### config.mk
export PLATFORM = sky130hd
export DESIGN_NAME = sisu_ram
export DESIGN_NICKNAME = d
export VERILOG_FILES = /design/src/rtl/core/sisu_ram.sv
export SDC_FILE = /design/constraint.sdc
export NUM_CORES = 1
export LEC_CHECK = 0
export CORE_ASPECT_RATIO = 0.7
export CORE_MARGIN = 1.5
export CORE_UTILIZATION = 65
export CTS_CLUSTER_DIAMETER = 80
export DETAILED_ROUTE_END_ITERATION = 7
export DONT_BUFFER_PORTS = 1
export PLACE_DENSITY = 0.81
export SLEW_MARGIN = 20
export SYNTH_ARGS = -nofsm -noshare
export SYNTH_HDL_FRONTEND = slang
export SYNTH_SLANG_ARGS = --single-unit
### constraint.sdc
create_clock -name clk_i -period 3.6 [get_ports clk_i]
set_input_delay 0.72 -clock clk_i [delete_from_list [all_inputs] [get_ports clk_i]]
set_output_delay 0.72 -clock clk_i [all_outputs]
set_load 0.005 [all_outputs]
### src/rtl/core/sisu_ram.sv
// Generic simple dual-port RAM: one write port, one read port, registered read.
`timescale 1ns / 1ps

module sisu_ram #(
  parameter int unsigned WIDTH = 8,
  parameter int unsigned DEPTH = 16
) (
  input  logic                     clk_i,
  input  logic                     we_i,
  input  logic [$clog2(DEPTH)-1:0] waddr_i,
  input  logic [WIDTH-1:0]         wdata_i,
  input  logic [$clog2(DEPTH)-1:0] raddr_i,
  output logic [WIDTH-1:0]         rdata_o
);

  logic [WIDTH-1:0] mem_q [DEPTH];
  logic [WIDTH-1:0] rdata_q;

  always_ff @(posedge clk_i) begin
    if (we_i) begin
      mem_q[waddr_i] <= wdata_i;
    end
    rdata_q <= mem_q[raddr_i];
  end

  assign rdata_o = rdata_q;

endmodule

==> run summary <==
### Critical path
* in -> reg — category of the most critical setup path
* 3640 ps — required time worst endpoint
* 1830 ps — Critical Path AT
* sky130_fd_sc_hd__nor2_1 — slowest library cell on the worst path
* simple AND/OR/NAND/NOR gates — largest delay contributor family on the critical path
* 3 — cells on worst reg2reg path
* rdata_o[5] — Critical R2R Capture
* 610 ps — CP max stage delay
* flip-flop — endpoint type of the worst setup path
* 8 — maximum fanout count along the critical path
* mem_q[1][5] — startpoint of the worst-slack reg-to-reg timing path
* 2180 ps — setup slack of the most critical reg-to-reg path
* 0 — count of buffering cells on the critical path with inverters included
* or3b_2, nor2_1 — Critical Path, Cell by Cell
* primary input — type of origin of the critical path

### Timing
* 0 ps — Sum Neg Setup Slack
* no — RSZ-0062 raised after global routing
* 1800 ps — fin crit period
* 0 — final count of pins violating max slew
* 6.13 ps — Final Skew
* 0 — endpoints failing hold
* 0 — Setup-failing EPs final
* 990 ps — transition time at the pin with the least slew margin
* 557 MHz — Max Clk Rate
* 49.9% — period utilization
* 33.7% — relative slew slack

### Floorplanning
* 7480 µm² — standard cell core area
* 77.5 µm — die span in y
* 26 — number of placement rows
* 8470 µm² — floorplan die area
* 109 µm — width of the die
* 26 — count of boundary I/O pins
* 68.8% — effective utilization at floorplan

### Global route
* 25.5% — GRT Overall Usage
* 14.0 mm — wire length of the first global-routing pass
* 2265 — via count of the first global-routing pass
* 0 — number of antenna violations at the first check in global routing
* 0 — total congestion overflow
* 33 — largest net degree at the start of global routing

### Route
* 9.67 mm — final wirelength
* 260 — violation count after the first detailed-routing iteration
* 5 — first-pass iteration count of the detailed router
* 0 — number of nets with antenna violations after detailed routing
* 2361 — Via Count
* 6.69 — Vias per Instance
* 0 — number of remaining DRC errors
* 27.4 µm — post-DR wirelength/cell

### Clock tree
* 0 — Post-CTS Setup Repair Bufs
* 0 — hold-fix buffers at CTS
* 17 — number of clock buffers inserted by TritonCTS
* 2 — CTS Buffer Depth
* 410 ps — source-to-sink clock delay at the later pin of the worst-skew pair
* sky130_fd_sc_hd__clkbuf_16 — Root Buffer
* 0 — number of instances resized during post-cts repair
* done — clock tree from TritonCTS
* 60 ps — clock-pin slew on the worst setup and hold paths
* 136 — clock net sink count
* 4 — H-tree levels

### Power
* 2970 µW — internal cell power
* 677 µW — Switching Power
* 0.00192 µW — reported leakage power
* 18.5% — Sw Share
* 0.000740 V — maximum resistive drop on vdd
* 2.6% — combinational group share of total power
* 48.9% — proportion of power drawn by flip-flops and latches
* 48.5% — clock network power share
* 627 nW/µm² — power density over the cells

### Placed design
* 0.784 — final weighted congestion in routability-driven placement
* 5.75 mm — DP HPWL
* 5210 µm² — Area after DPL
* 0 — Port Buf Inserts

### Yosys
* 74.7% — Yosys top cell area share
* 5150 µm² — Netlist Area Pre-Place
* 0 — Synth Warn #
* 229 — post-synthesis cell count
* sky130_fd_sc_hd__edfxtp_1, sky130_fd_sc_hd__mux4_2, sky130_fd_sc_hd__mux4_1 — synth top area cells
* 77.8% — sequential fraction of the synthesis area
* sky130_fd_sc_hd__edfxtp_1 — library cell occupying the most area in the post-synthesis netlist
* 247 — Syn Nets
* 22.5 µm² — Avg Cell Area, Syn
* 19 — number of distinct library cells after synthesis
* 136 — FF+latch count, synth

### Min path
* 0 — number of cells traversed by the worst hold path
* wdata_i[6] — worst hold start
* in -> reg — kind of path behind the tightest hold check
* mem_q[3][6] — capture endpoint of the worst hold path

### Layout
* 20.8% — share of layout cells above drive strength 1
* 0 — diode count
* 13.1% — area growth from synthesis to layout
* 260 — # nets final
* 5820 µm² — design area

### Job
* 0 — count of max-cap constraint violations

### Outcome
* finished, final reports clean — outcome

[power groups by stage]
| stage | logic [µW] | registers, µW | clock network, µW |
|---|---|---|---|
| 4_1_cts | 94.3 | 1780 | 1790 |
| 6_report | 93.9 | 1780 | 1770 |
| 5_1_grt | 100 | 1790 | 1850 |
| 2_1_floorplan | 89.9 | 1810 | 0 |
| 3_5_place_dp | 92.4 | 1820 | 0 |
| 3_3_place_gp | 90.8 | 1810 | 0 |
[cell usage in the layout, fill, tap and decap left out, types with 2 or more instances in the layout]
| master | instances |
|---|---|
| sky130_fd_sc_hd__mux4_1 | 14 |
| sky130_fd_sc_hd__nand2_1 | 9 |
| sky130_fd_sc_hd__nor2_1 | 13 |
| sky130_fd_sc_hd__clkbuf_16 | 17 |
| sky130_fd_sc_hd__buf_4 | 4 |
| sky130_fd_sc_hd__mux4_2 | 18 |
| sky130_fd_sc_hd__edfxtp_1 | 128 |
| sky130_fd_sc_hd__clkinv_2 | 6 |
| sky130_fd_sc_hd__dfxtp_1 | 8 |
| sky130_fd_sc_hd__nand3b_1 | 2 |
| sky130_fd_sc_hd__bufinv_16 | 4 |
| sky130_fd_sc_hd__nand2b_1 | 2 |
| sky130_fd_sc_hd__nor3_1 | 4 |
| sky130_fd_sc_hd__clkinv_4 | 2 |
| sky130_fd_sc_hd__a22oi_1 | 16 |
[synthesized netlist by cell type]
cell type	number
sky130_fd_sc_hd__buf_2	3
sky130_fd_sc_hd__and2_1	1
sky130_fd_sc_hd__edfxtp_1	128
sky130_fd_sc_hd__dfxtp_1	8
sky130_fd_sc_hd__nand2b_1	2
sky130_fd_sc_hd__buf_4	1
sky130_fd_sc_hd__a22oi_1	16
sky130_fd_sc_hd__mux4_2	18
sky130_fd_sc_hd__and2b_1	1
sky130_fd_sc_hd__nand3_1	1
sky130_fd_sc_hd__nor3_1	4
sky130_fd_sc_hd__nand3b_1	2
sky130_fd_sc_hd__nor2_1	13
sky130_fd_sc_hd__nand2_1	9
sky130_fd_sc_hd__nor2b_1	1
sky130_fd_sc_hd__or3b_2	1
sky130_fd_sc_hd__clkdlybuf4s25_2	3
sky130_fd_sc_hd__mux4_1	14
sky130_fd_sc_hd__buf_6	3
[routing by layer]
metal	GRT usage (%)	vias up	routed length (µm)
met2	32.7	163	4210
met1	41.5	1200	4320
met3	10.3	3	1110
li1	-	995	-
met4	5.45	0	21
met5	0	-	0
[metrics by stage]
step	hold WS, ps	instances	util, %	setup slack, ps	power (µW)
CTS	390	353	77.8	1800	3670
detailed placement	668	321	69.7	1370	1910
finish	402	353	77.8	1800	3650
global placement	653	321	69.7	1470	1910
global route	381	353	77.8	1750	3730
floorplan	629	229	-	1390	1900
[cells by family (layout without fill, tap and decap cells)]
group / after synthesis / count (layout) / synth area share (%)
buffers and inverters: 10 / 36 / 1.68
AOI/OAI and AO/OA: 16 / 16 / 2.33
DFF: 136 / 136 / 77.8
muxes: 32 / 32 / 15.0
and+or+nand+nor: 35 / 35 / 3.18
[worst max-delay path by stage]
stage	from	endpoint	slack, ps	cells past startpoint
3_5_place_dp	waddr_i[2]	mem_q[2][3]	1370	2
3_3_place_gp	waddr_i[2]	mem_q[2][1]	1470	2
6_report	waddr_i[2]	mem_q[2][5]	1800	2
4_1_cts	waddr_i[2]	mem_q[2][5]	1800	2
2_1_floorplan	waddr_i[2]	mem_q[0][0]	1390	2
5_1_grt	waddr_i[2]	mem_q[2][5]	1750	2
[sequential cells by signal, indices dropped and copies added (netlist names)]
register and flops:
mem_q 128, rdata_o 8
[final cells by class]
cell class	instances	area [µm²]
clock buffers	18	429
clock inverters	14	180
fillers	389	1660
multi-input cells	83	1060
flip-flops and latches	136	4000
well taps	98	123
repair buffers	4	30.0
Note: power is estimated with default switching activity, not from simulation.
